===== src/hdl/jms_pkg.sv =====
// ----------------------------------------------------------------------------
// jms_pkg: shared definitions for the joint motion simulator
// Sizes, operation codes, beat formats and the joint record layout.
// ----------------------------------------------------------------------------
package jms_pkg;

  localparam int NUM_JOINTS = 4;
  localparam int FRAC_BITS  = 16;

  localparam int JIDX_W  = (NUM_JOINTS > 1) ? $clog2(NUM_JOINTS) : 1;
  localparam int DT_W    = FRAC_BITS + 1;
  localparam int ELX_W   = (DT_W > 17) ? DT_W : 17;
  localparam int ACC_W   = 35;
  localparam int MULA_W  = 33;
  localparam int PROD_W  = MULA_W + DT_W + 1;

  localparam logic [ELX_W-1:0] ONE_SECOND = ELX_W'(1) << FRAC_BITS;

  localparam logic [2:0] OP_LOAD = 3'd0;
  localparam logic [2:0] OP_POS  = 3'd1;
  localparam logic [2:0] OP_VEL  = 3'd2;
  localparam logic [2:0] OP_MODE = 3'd3;
  localparam logic [2:0] OP_REQ  = 3'd4;
  localparam logic [2:0] OP_TICK = 3'd5;

  localparam logic [7:0] REQ_POSITION = 8'd0;
  localparam logic [7:0] REQ_MODE     = 8'd1;

  localparam logic [1:0] CFG_VEL_CODE  = 2'd0;
  localparam logic [1:0] CFG_POS_CODE  = 2'd1;
  localparam logic [1:0] CFG_STBY_CODE = 2'd2;

  typedef struct packed {
    logic [2:0]         opcode;
    logic [1:0]         joint_slot;
    logic [7:0]         dev_id;
    logic signed [31:0] value;
    logic               value_valid;
    logic [7:0]         mode_value;
    logic signed [31:0] limit_min;
    logic signed [31:0] limit_max;
    logic [30:0]        slew_speed;
    logic [16:0]        elapsed;
    logic [7:0]         request_code;
  } in_item_t;

  typedef struct packed {
    logic [7:0]         answer_device;
    logic               answer_kind;
    logic signed [31:0] answer_position;
    logic [7:0]         answer_mode;
  } out_item_t;

  typedef struct packed {
    logic [7:0]         device;
    logic signed [31:0] low_limit;
    logic signed [31:0] high_limit;
    logic [30:0]        speed;
    logic signed [31:0] position;
    logic signed [31:0] target;
    logic signed [31:0] velocity;
    logic [7:0]         mode;
  } joint_rec_t;

  typedef struct packed {
    logic              load;
    logic              pos_we;
    logic              tgt_we;
    logic              vel_we;
    logic              mode_we;
    logic [JIDX_W-1:0] idx;
    joint_rec_t        rec;
  } tbl_wr_t;

  typedef struct packed {
    logic mul_en;
    logic sum_en;
    logic sum_sub;
    logic clamp_cmd;
  } arith_ctl_t;

endpackage


===== src/hdl/jms_table.sv =====
// ----------------------------------------------------------------------------
// jms_table: joint record store
// Flip-flop records with one write port and one read index; in-use flags reset.
// ----------------------------------------------------------------------------
module jms_table (
  input  logic                       clk,
  input  logic                       rst_n,
  input  jms_pkg::tbl_wr_t           wr,
  input  logic [jms_pkg::JIDX_W-1:0] rd_idx,
  output jms_pkg::joint_rec_t        rd_rec,
  output logic                       rd_used
);
  import jms_pkg::*;

  joint_rec_t rec_r  [NUM_JOINTS];
  logic       used_r [NUM_JOINTS];

  always_ff @(posedge clk) begin
    if (!rst_n) begin
      for (int i = 0; i < NUM_JOINTS; i++) used_r[i] <= 1'b0;
    end else if (wr.load) begin
      used_r[wr.idx] <= 1'b1;
    end
  end

  always_ff @(posedge clk) begin
    if (wr.load) begin
      rec_r[wr.idx] <= wr.rec;
    end else begin
      if (wr.pos_we)  rec_r[wr.idx].position <= wr.rec.position;
      if (wr.tgt_we)  rec_r[wr.idx].target   <= wr.rec.target;
      if (wr.vel_we)  rec_r[wr.idx].velocity <= wr.rec.velocity;
      if (wr.mode_we) rec_r[wr.idx].mode     <= wr.rec.mode;
    end
  end

  assign rd_rec  = rec_r[rd_idx];
  assign rd_used = used_r[rd_idx];

endmodule


===== src/hdl/jms_arith.sv =====
// ----------------------------------------------------------------------------
// jms_arith: shared multiply, add and clamp unit
// Registered product, registered sum, and the clamp and slew results.
// ----------------------------------------------------------------------------
module jms_arith (
  input  logic                             clk,
  input  jms_pkg::arith_ctl_t              ctl,
  input  logic signed [jms_pkg::MULA_W-1:0] mul_a,
  input  logic [jms_pkg::DT_W-1:0]         dt,
  input  jms_pkg::joint_rec_t              rec,
  input  logic signed [31:0]               cmd_value,
  output logic signed [31:0]               clamp_q,
  output logic signed [31:0]               slew_q
);
  import jms_pkg::*;

  logic signed [PROD_W-1:0] prod_r;
  logic signed [ACC_W-1:0]  acc_r;
  logic signed [ACC_W-1:0]  step;

  // Floor of the product scaled back to the fixed-point grid.
  assign step = ACC_W'(prod_r >>> FRAC_BITS);

  always_ff @(posedge clk) begin
    if (ctl.mul_en) prod_r <= mul_a * $signed({1'b0, dt});
    if (ctl.sum_en) begin
      if (ctl.sum_sub) acc_r <= ACC_W'(rec.target) - ACC_W'(rec.position);
      else             acc_r <= ACC_W'(rec.position) + step;
    end
  end

  always_comb begin
    logic signed [ACC_W-1:0] cin;
    logic signed [ACC_W-1:0] lo;
    logic signed [ACC_W-1:0] hi;
    logic signed [ACC_W-1:0] v;
    cin = ctl.clamp_cmd ? ACC_W'(cmd_value) : acc_r;
    lo  = ACC_W'(rec.low_limit);
    hi  = ACC_W'(rec.high_limit);
    v   = (cin < lo) ? lo : cin;
    v   = (v > hi) ? hi : v;
    clamp_q = v[31:0];
  end

  always_comb begin
    logic signed [ACC_W-1:0] mag;
    logic signed [ACC_W-1:0] moved;
    mag   = acc_r[ACC_W-1] ? -acc_r : acc_r;
    moved = acc_r[ACC_W-1] ? ACC_W'(rec.position) - step : ACC_W'(rec.position) + step;
    slew_q = (mag <= step) ? rec.target : moved[31:0];
  end

endmodule


===== src/hdl/joint_motion_simulator.sv =====
// ----------------------------------------------------------------------------
// joint_motion_simulator: table of simulated actuator joints
// Loads joints, applies commands, answers requests and advances time.
// ----------------------------------------------------------------------------
// Use: command beats arrive on in_valid / in_stall / in_data. A beat is taken
// when in_valid is high and in_stall is low; in_stall is high for as long as
// an earlier beat is still being worked on, so one beat is handled at a time.
// Answers leave on out_valid / out_stall / out_data from an output register;
// the next input beat may be taken while an answer still waits there.
// A load or a dropped beat is handled at once in the idle state. A command
// or a request walks the table one slot per cycle while looking for the
// device id, starting from slot 0, and then acts on the joint it finds; a
// request then places its answer in the output register. A tick steps over
// idle slots and passes each joint in use in turn through the one shared
// multiplier and then the one shared adder and clamp.
// Configuration writes on cfg_valid / cfg_index / cfg_data are always taken
// (cfg_ready is tied high); indexes beyond the register list are ignored.
// Reset (rst_n low, synchronous) marks every slot free, restores the mode
// codes and empties the output register. If the receiver stalls, an answer
// waits in the output register and a later request waits in its final step.
// ----------------------------------------------------------------------------
module joint_motion_simulator (
  input  logic               clk,
  input  logic               rst_n,
  input  logic               in_valid,
  output logic               in_stall,
  input  jms_pkg::in_item_t  in_data,
  output logic               out_valid,
  input  logic               out_stall,
  output jms_pkg::out_item_t out_data,
  input  logic               cfg_valid,
  output logic               cfg_ready,
  input  logic [1:0]         cfg_index,
  input  logic [7:0]         cfg_data
);
  import jms_pkg::*;

  // Sequencer states.
  localparam logic [2:0] S_IDLE = 3'd0;
  localparam logic [2:0] S_FIND = 3'd1;
  localparam logic [2:0] S_CMD  = 3'd2;
  localparam logic [2:0] S_OUT  = 3'd3;
  localparam logic [2:0] S_TMUL = 3'd4;
  localparam logic [2:0] S_TSUM = 3'd5;
  localparam logic [2:0] S_TUPD = 3'd6;

  logic [2:0]        state_r, state_nxt;
  logic [JIDX_W-1:0] idx_r, idx_nxt;
  in_item_t          item_r;
  logic [DT_W-1:0]   dt_r;
  logic [7:0]        vel_code_r, pos_code_r, stby_code_r;
  logic              out_valid_r, out_valid_nxt;
  out_item_t         out_data_r, out_data_nxt;

  tbl_wr_t             wr;
  joint_rec_t          rec;
  logic                used;
  arith_ctl_t          ctl;
  logic signed [MULA_W-1:0] mul_a;
  logic signed [31:0]  clamp_q;
  logic signed [31:0]  slew_q;

  logic              accept;
  logic              last;
  logic              is_vel;
  logic              out_free;
  logic [ELX_W-1:0]  el_ext;
  logic [DT_W-1:0]   dt_in;

  assign accept   = in_valid && !in_stall;
  assign in_stall = (state_r != S_IDLE);
  assign last     = (idx_r == JIDX_W'(NUM_JOINTS - 1));
  assign is_vel   = (rec.mode == vel_code_r);
  assign out_free = !out_valid_r || !out_stall;

  // Elapsed time saturates at one second.
  assign el_ext = ELX_W'(in_data.elapsed);
  assign dt_in  = (el_ext > ONE_SECOND) ? DT_W'(ONE_SECOND) : DT_W'(el_ext);

  // Velocity is signed; slew speed is a magnitude.
  assign mul_a = is_vel ? MULA_W'(rec.velocity) : $signed({2'b00, rec.speed});

  assign cfg_ready = 1'b1;

  always_ff @(posedge clk) begin
    if (!rst_n) begin
      vel_code_r  <= 8'd2;
      pos_code_r  <= 8'd1;
      stby_code_r <= 8'd0;
    end else if (cfg_valid && cfg_ready) begin
      case (cfg_index)
        CFG_VEL_CODE:  vel_code_r  <= cfg_data;
        CFG_POS_CODE:  pos_code_r  <= cfg_data;
        CFG_STBY_CODE: stby_code_r <= cfg_data;
        default: ;
      endcase
    end
  end

  // Sequencer: decides the next step, drives the table write port and the
  // shared arithmetic unit.
  always_comb begin
    state_nxt     = state_r;
    idx_nxt       = idx_r;
    out_valid_nxt = out_valid_r && out_stall;
    out_data_nxt  = out_data_r;
    wr            = '0;
    wr.idx        = idx_r;
    ctl           = '0;

    case (state_r)
      S_IDLE: begin
        if (accept) begin
          idx_nxt = '0;
          if (in_data.opcode == OP_LOAD) begin
            // A load acts at once on the slot it names.
            wr.load              = (int'(in_data.joint_slot) < NUM_JOINTS);
            wr.idx               = JIDX_W'(in_data.joint_slot);
            wr.rec.device        = in_data.dev_id;
            wr.rec.low_limit     = in_data.limit_min;
            wr.rec.high_limit    = in_data.limit_max;
            wr.rec.speed         = in_data.slew_speed;
            wr.rec.position      = in_data.value;
            wr.rec.target        = in_data.value;
            wr.rec.velocity      = '0;
            wr.rec.mode          = stby_code_r;
          end else if (in_data.opcode == OP_TICK) begin
            if (dt_in != '0) state_nxt = S_TMUL;
          end else if ((in_data.opcode inside {OP_POS, OP_VEL, OP_MODE, OP_REQ}) &&
                       in_data.value_valid) begin
            // Requests for fields other than position or mode give nothing.
            if (in_data.opcode != OP_REQ || in_data.request_code == REQ_POSITION ||
                in_data.request_code == REQ_MODE) begin
              state_nxt = S_FIND;
            end
          end
        end
      end

      S_FIND: begin
        if (used && rec.device == item_r.dev_id) begin
          state_nxt = S_CMD;
        end else if (last) begin
          state_nxt = S_IDLE;
        end else begin
          idx_nxt = idx_r + 1'b1;
        end
      end

      S_CMD: begin
        ctl.clamp_cmd = 1'b1;
        state_nxt     = S_IDLE;
        case (item_r.opcode)
          OP_POS: begin
            wr.tgt_we       = 1'b1;
            wr.vel_we       = 1'b1;
            wr.mode_we      = 1'b1;
            wr.rec.target   = clamp_q;
            wr.rec.velocity = '0;
            wr.rec.mode     = pos_code_r;
          end
          OP_VEL: begin
            wr.vel_we       = 1'b1;
            wr.mode_we      = 1'b1;
            wr.rec.velocity = item_r.value;
            wr.rec.mode     = vel_code_r;
          end
          OP_MODE: begin
            wr.tgt_we       = 1'b1;
            wr.vel_we       = 1'b1;
            wr.mode_we      = 1'b1;
            wr.rec.target   = rec.position;
            wr.rec.velocity = '0;
            wr.rec.mode     = item_r.mode_value;
          end
          OP_REQ: state_nxt = S_OUT;
          default: ;
        endcase
      end

      S_OUT: begin
        // Hold here until the output register can take the answer.
        if (out_free) begin
          out_valid_nxt = 1'b1;
          out_data_nxt.answer_device = rec.device;
          out_data_nxt.answer_kind   = (item_r.request_code == REQ_MODE);
          out_data_nxt.answer_position =
            (item_r.request_code == REQ_POSITION) ? rec.position : '0;
          out_data_nxt.answer_mode =
            (item_r.request_code == REQ_MODE) ? rec.mode : '0;
          state_nxt = S_IDLE;
        end
      end

      S_TMUL: begin
        if (used) begin
          ctl.mul_en = 1'b1;
          state_nxt  = S_TSUM;
        end else if (last) begin
          state_nxt = S_IDLE;
        end else begin
          idx_nxt = idx_r + 1'b1;
        end
      end

      S_TSUM: begin
        // Velocity joints add the scaled step; others form the error to target.
        ctl.sum_en  = 1'b1;
        ctl.sum_sub = !is_vel;
        state_nxt   = S_TUPD;
      end

      S_TUPD: begin
        wr.pos_we       = 1'b1;
        wr.tgt_we       = is_vel;
        wr.rec.position = is_vel ? clamp_q : slew_q;
        wr.rec.target   = clamp_q;
        if (last) begin
          state_nxt = S_IDLE;
        end else begin
          idx_nxt   = idx_r + 1'b1;
          state_nxt = S_TMUL;
        end
      end

      default: state_nxt = S_IDLE;
    endcase
  end

  always_ff @(posedge clk) begin
    if (!rst_n) begin
      state_r     <= S_IDLE;
      idx_r       <= '0;
      out_valid_r <= 1'b0;
    end else begin
      state_r     <= state_nxt;
      idx_r       <= idx_nxt;
      out_valid_r <= out_valid_nxt;
    end
  end

  always_ff @(posedge clk) begin
    out_data_r <= out_data_nxt;
    if (accept) begin
      item_r <= in_data;
      dt_r   <= dt_in;
    end
  end

  assign out_valid = out_valid_r;
  assign out_data  = out_data_r;

  jms_table u_table (
    .clk     (clk),
    .rst_n   (rst_n),
    .wr      (wr),
    .rd_idx  (idx_r),
    .rd_rec  (rec),
    .rd_used (used)
  );

  jms_arith u_arith (
    .clk       (clk),
    .ctl       (ctl),
    .mul_a     (mul_a),
    .dt        (dt_r),
    .rec       (rec),
    .cmd_value (item_r.value),
    .clamp_q   (clamp_q),
    .slew_q    (slew_q)
  );

endmodule


===== config.mk =====
export PLATFORM = sky130hd
export DESIGN_NAME = joint_motion_simulator
export DESIGN_NICKNAME = d
export VERILOG_FILES = /design/src/hdl/jms_pkg.sv /design/src/hdl/jms_table.sv /design/src/hdl/jms_arith.sv /design/src/hdl/joint_motion_simulator.sv
export SDC_FILE = /design/constraint.sdc
export NUM_CORES = 2
export LEC_CHECK = 0
export ABC_AREA = 0
export BUFFER_PORTS_ARGS = -buffer_cell sky130_fd_sc_hd__buf_2
export CAP_MARGIN = 20
export CORE_AREA = 5 5 451 453
export DETAILED_ROUTE_END_ITERATION = 8
export DIE_AREA = 0 0 456 458
export GPL_ROUTABILITY_DRIVEN = 1
export PLACE_DENSITY_LB_ADDON = 0.05
export REMOVE_ABC_BUFFERS = 1
export SYNTH_ARGS = -nofsm -noshare
export SYNTH_HDL_FRONTEND = slang
export SYNTH_SLANG_ARGS = --single-unit

===== constraint.sdc =====
create_clock -name clk -period 32.7 [get_ports clk]
set_input_delay 9.81 -clock clk [delete_from_list [all_inputs] [get_ports clk]]
set_output_delay 9.81 -clock clk [all_outputs]
set_load 0.005 [all_outputs]

[Word level (Yosys, flattened, before mapping)]
Memory sizes are Yosys's and may differ from the RTL's. A register that Yosys moved wholly into a read port is not among the register bits.
Cells that the tools add are included.
Storage, ports and cells
  register bits after elaboration: 241
  memory bits (writable): 832
  input bits: 189
  output and inout bits: 52
  memories: 2
Cells by class
  add/sub/neg operators: 5
  multiply operators: 1
  $lt $le $gt $ge: 4
  eq/ne operators: 31
  muxes and demuxes: 78
  bitwise operators: 4
  reductions and logical operators: 29
Memories
  u_table.rec_r: depth 4, width 207, rd ports 1, clocked after Yosys merged registers in 1, write ports 1, RTL line jms_table.sv:15  | joint_rec_t rec_r [NUM_JOINTS];
  u_table.used_r: depth 4, width 1, rd ports 1, clocked after Yosys merged registers in 1, write ports 4, RTL line jms_table.sv:16  | logic used_r [NUM_JOINTS];
Operator list (count)
  $mux 209: 2
  $mux 32: 7
  $mux 35: 4
  $pmux 32 s2: 2
  $pmux 40 s3: 1
  $mux 105: 1
  $pmux 32 s3: 1
  $pmux 40 s2: 1
  $mul 33x18->51: 1
  $add 32x35->35: 1
  $gt 35x32->1: 1
  $le 35x35->1: 1
  $lt 35x32->1: 1
  $neg 35->35: 1
  $mux 3: 11
  $mux 33: 1
  $sub 32x32->33: 1
  $sub 32x32->32: 1
  $mux 1: 29
  $mux 2: 13
  $pmux 3 s7: 1
  $eq 3x2->1 const B: 6
  $eq 3x3->1 const B: 6
  $gt 17x17->1 const B: 1
  other kinds (28): 57

[Logic depth before layout (Yosys ltp)]
  depth after elaboration: 10
  depth in mapped cells: 32
  depth with buffers taken out: 29

[Modules after synthesis]
From an unflattened synthesis, not the netlist that was laid out.
Unflattened totals
  cell total of the unflattened synthesis: 5573
  area total of the unflattened synthesis: 69969.6 sq um
Modules (own cells, without submodules)
  jms_arith: times used 1, cells each 3668, area an instance 31327.5 sq um, seq. area each 2102.0 sq um
  jms_table: times used 1, cells each 1120, area an instance 30122.6 sq um, seq. area each 24953.9 sq um
  joint_motion_simulator: times used 1, cells each 785, area an instance 8519.4 sq um, seq. area each 4354.2 sq um

[Worst setup path before layout]
No wires, ideal clock.
  path kind: input -> register
  start: input port in_data[172] (netlist name)
  end: memory u_table.rec_r[2][0] (netlist name) (enable)
  library setup time: 451 ps
  arrival: 20822 ps
  required time: 32249 ps
  setup slack: 11427 ps
  cell stages on the path: 4
  cell sequence: or4_1 -> nor3b_1 -> a21oi_1 -> a21oi_1
Between the ends
  longest elaborated chain between the ends: 7
  elaborated cells on any way between the ends: 12
RTL lines
  from (decl): RTL line joint_motion_simulator.sv:27  | input jms_pkg::in_item_t in_data,
  $logic_not 3->1 (*): RTL line joint_motion_simulator.sv:115  | if (in_data.opcode == OP_LOAD) begin
  $mux 1: RTL line joint_motion_simulator.sv:115
  $mux 1: RTL line joint_motion_simulator.sv:113  | if (accept) begin
  $mux 1: RTL line joint_motion_simulator.sv:111  | case (state_r)
  $mux 1: RTL line jms_table.sv:27  | if (wr.load) begin
  $mux 1 (on tied branches): RTL line jms_table.sv:28, jms_table.sv:33
  $or 1x1->1 (no source line)
  to (decl): RTL line jms_table.sv:15
Mark *: on every way between the ends. The rest lies on a longest branch, timed or not.

[Worst setup path after layout]
  start: input port in_valid
  end: memory u_table.rec_r[2][176] (netlist name) (enable)
Between the ends
  longest elaborated chain between the ends: 5
  elaborated cells on any way between the ends: 7
RTL lines
  from (decl): RTL line joint_motion_simulator.sv:25  | input logic in_valid,
  $logic_and 1x1->1 (*): RTL line joint_motion_simulator.sv:70  | assign accept = in_valid && !in_stall;
  $mux 1: RTL line joint_motion_simulator.sv:113
  $mux 1: RTL line joint_motion_simulator.sv:111
  $mux 1: RTL line jms_table.sv:27
  $mux 1 (not written as such): RTL line jms_table.sv:28  | rec_r[wr.idx] <= wr.rec;
Marks and branches as above.

==> flow_metrics.py <==
metrics = {
    "detailed_routing": {
        "avgViaCountPerCell": 5.07,
        "drtPass1Iterations": 9,
        "wl_per_cell_um": 24.4,
        "drt-total-wl_mm": 209,
        "drc": 0,
        "routed-via-count": 43600,
        "drt_iter0_markers": 3019,
        "ant_nets": 0,
    },
    "clock_tree": {
        "clkTransAtPathRegs_ns": 0.06,
        "clk_latency_ns": 0.76,
        "htreeDepth": 3,
        "cts_tree": "done",
        "hold_buffers": 0,
        "cts_buffers": 112,
        "numClockSinks": 1059,
        "root_buffer": "clkbuf_16",
        "cts_resized": 0,
        "clk_path_buf_depth": 3,
        "postCtsSetupBuffers": 0,
    },
    "grt": {
        "overflow": 0,
        "grt_pass1_wl_mm": 312,
        "antenna_found_initial": 22,
        "grt_max_degree": 116,
        "grt_usage_pct": 19.9,
        "grt_pass1_vias": 46400,
    },
    "synth": {
        "ys_warn_count": 0,
        "ys_seq_area_share_pct": 45.5,
        "synth_edf_count": 1024,
        "synthesis.area_sq_um": 69100,
        "synth-seq-cells": 1059,
        "synthArstFlopShare_pct": 0,
        "synth-main-ff-cell": "edfxtp_1",
        "avgSynthCellArea_sq_um": 12.2,
        "yosys-top-cells-area": "edfxtp_1 (44%), fa_1 (15%), mux4_2 (6.6%)",
        "yosysTopAreaCell": "edfxtp_1",
        "yosysUniqueCellTypes": 89,
        "synth_top_area_share_pct": 44.5,
        "synthCells": 5676,
    },
    "hold_path": {
        "hold_class": "reg2reg",
    },
    "power": {
        "comb_power_share_pct": 22.1,
        "p_seq_share_pct": 42.2,
        "internal_power_mw": 2.55,
        "share_clk_of_total_power_pct": 35.7,
        "vdd_drop_max_uv": 46.5,
        "p_switching_mw": 1.05,
        "p_per_area_nw_per_um2": 46.6,
        "power_mw": 3.60,
        "p_leak_nw": 31.4,
        "swShare_pct": 29.3,
    },
    "run": {
        "maxCapViolCount": 0,
    },
    "timing": {
        "holdWs_ns": 0.479,
        "fmax_mhz": 79.2,
        "rsz0062_at_grt": "false",
        "setup-tns-final_ns": 0,
        "setup_violations": 0,
        "max_slew.worst_pin.slew_ns": 1.08,
        "period_needed_ns": 12.62,
        "finalCritPeriodShare_pct": 38.6,
        "hold_viol_final": 0,
        "finClkSkew_ns": 0.0433,
        "maxSlewHeadroom_pct": 28.0,
        "final_max_slew_viol_count": 0,
    },
    "final_layout": {
        "syn2layout_area_growth_pct": 11.6,
        "drive_gt1_share_pct": 13.3,
        "fin_nets": 6874,
        "fill_cells": 19200,
        "final_cell_mix": "edfxtp_1 (1024), inv_1 (808), nand2_1 (696)",
        "final_common_cell": "edfxtp_1",
        "seq_area_sq_um": 31500,
        "multi_input_area_sq_um": 33800,
    },
    "die": {
        "rows": 164,
        "io_pins": 241,
        "dieArea_sq_um": 209000,
        "die_x_um": 456,
        "fp.coreArea_sq_um": 199000,
        "die_h_um": 458,
        "start_util_pct": 34.8,
    },
    "placed_design": {
        "place_congestion": 0.867,
        "dpl.hpwl_mm": 154,
        "io_buffers": 239,
    },
    "critical_path": {
        "path_max_fanout": 53,
        "end_kind": "flip-flop",
        "worstPathCellList": "buf_2, nand2_1, or4_1, nor3b_2, buf_4, buf_4",
        "start_kind": "input pin",
        "max_stage_delay_ns": 0.85,
        "cp.required_ns": 33.06,
        "crit_arrival_ns": 12.98,
        "cp_common_cell": "buf_4",
        "critPathKind": "in2reg",
        "crit_slowest_cell": "or4_1",
    },
    "status": {
        "status": "completed",
    },
}
[Yosys cell counts, types with 15 or more instances]
| cell | instances |
|---|---|
| dfxtp_1 | 35 |
| o21bai_1 | 24 |
| edfxtp_1 | 1024 |
| nor3_1 | 60 |
| nand2b_1 | 30 |
| nand3_1 | 36 |
| and3_1 | 36 |
| a222oi_1 | 43 |
| mux4_2 | 203 |
| o21a_1 | 16 |
| and2_1 | 264 |
| inv_1 | 810 |
| buf_2 | 39 |
| a22o_1 | 19 |
| a21o_1 | 80 |
| fa_1 | 526 |
| a211oi_1 | 15 |
| mux2i_1 | 47 |
| xnor2_1 | 130 |
| nor2b_1 | 58 |
| o31ai_1 | 20 |
| nor2_1 | 175 |
| o21ai_0 | 162 |
| buf_1 | 20 |
| a22oi_1 | 17 |
| ha_1 | 319 |
| a21oi_1 | 203 |
| a31oi_1 | 16 |
| nand2_1 | 697 |
| clkbuf_1 | 202 |
| o21ai_1 | 20 |
| nor4_1 | 17 |
| xor2_1 | 43 |
| a221oi_1 | 23 |
| mux2_2 | 44 |
| or3_1 | 15 |
| nand4_1 | 38 |
[cells by family after synthesis]
logic type | Yosys count | synth area share, %
AO/OA/AOI/OAI | 751 | 7.21
flip-flops | 1059 | 45.5
AND/OR/NAND/NOR | 1469 | 10.1
buffers and inverters | 1084 | 6.00
multiplexers | 294 | 8.01
adder cells (fa/ha/maj) | 845 | 21.0
XOR/XNOR | 173 | 2.19
other | 1 | 0.00542
[path summary, 6_finish.rpt]
check,startpoint,to,slack (ns),cells past startpoint
setup / recovery,in_valid,u_table.rec_r[2][176],20.08,6
hold / removal,u_table.used_r[1],u_table.used_r[1],0.48,2
setup reg to reg,flip-flop,u_arith.prod_r[48],22.25,29
hold reg to reg,u_table.used_r[1],u_table.used_r[1],0.48,2
[metrics by stage]
step           cell area, sq um  instances  worst slack [ns]  utilization, %
6_report                  77200       8601             20.08            38.8
5_1_grt                   77100       8595             19.91            38.8
4_1_cts                   77100       8592             20.06            38.8
3_5_place_dp              73400       8382             19.24            36.9
3_3_place_gp              73400       8381             19.25            36.9
2_1_floorplan             68100       5409              5.30               -
[layout make-up]
cell class,count,area share (%)
Clock inverter,78,1.04
Sequential cell,1059,40.8
Clock buffer,132,3.77
Timing Repair Buffer,317,2.36
Antenna cell,9,0.0292
Tap cell,2656,4.31
Inverter,817,3.98
Multi-Input combinational cell,3533,43.7
[critical path: cells and delay by family]
kind                   cells  cell delay (ns)
buffers and inverters      3             1.75
and+or+nand+nor            3             1.34
[power groups by stage]
stage	clock (mW)	sequential (mW)	combinational, mW
floorplan	0	1.56	0.534
global placement	0	1.55	0.805
detailed placement	0	1.55	0.792
CTS	1.33	1.52	0.808
global route	1.38	1.52	0.890
finish	1.29	1.52	0.794
[routing by layer]
metal	part of all wire, %	global-route usage (%)
met5	0.036	0
met4	2.2	4.87
met2	49	34.4
met1	44	27.0
met3	3.9	2.23
[state kept, by name (all words and copies together), names as in the netlist, named ones only]
| register | flops |
|---|---|
| idx_r | 2 |
| state_r | 3 |
| out_valid | 1 |
| dt_r | 17 |
| pos_code_r | 8 |
| u_table.used_r | 4 |
| u_arith.acc_r | 35 |
| out_data | 49 |
| u_arith.prod_r | 35 |
| vel_code_r | 8 |
| u_table.rec_r | 828 |
| item_r | 59 |
| stby_code_r | 8 |
(Power assumes the default switching activity.)
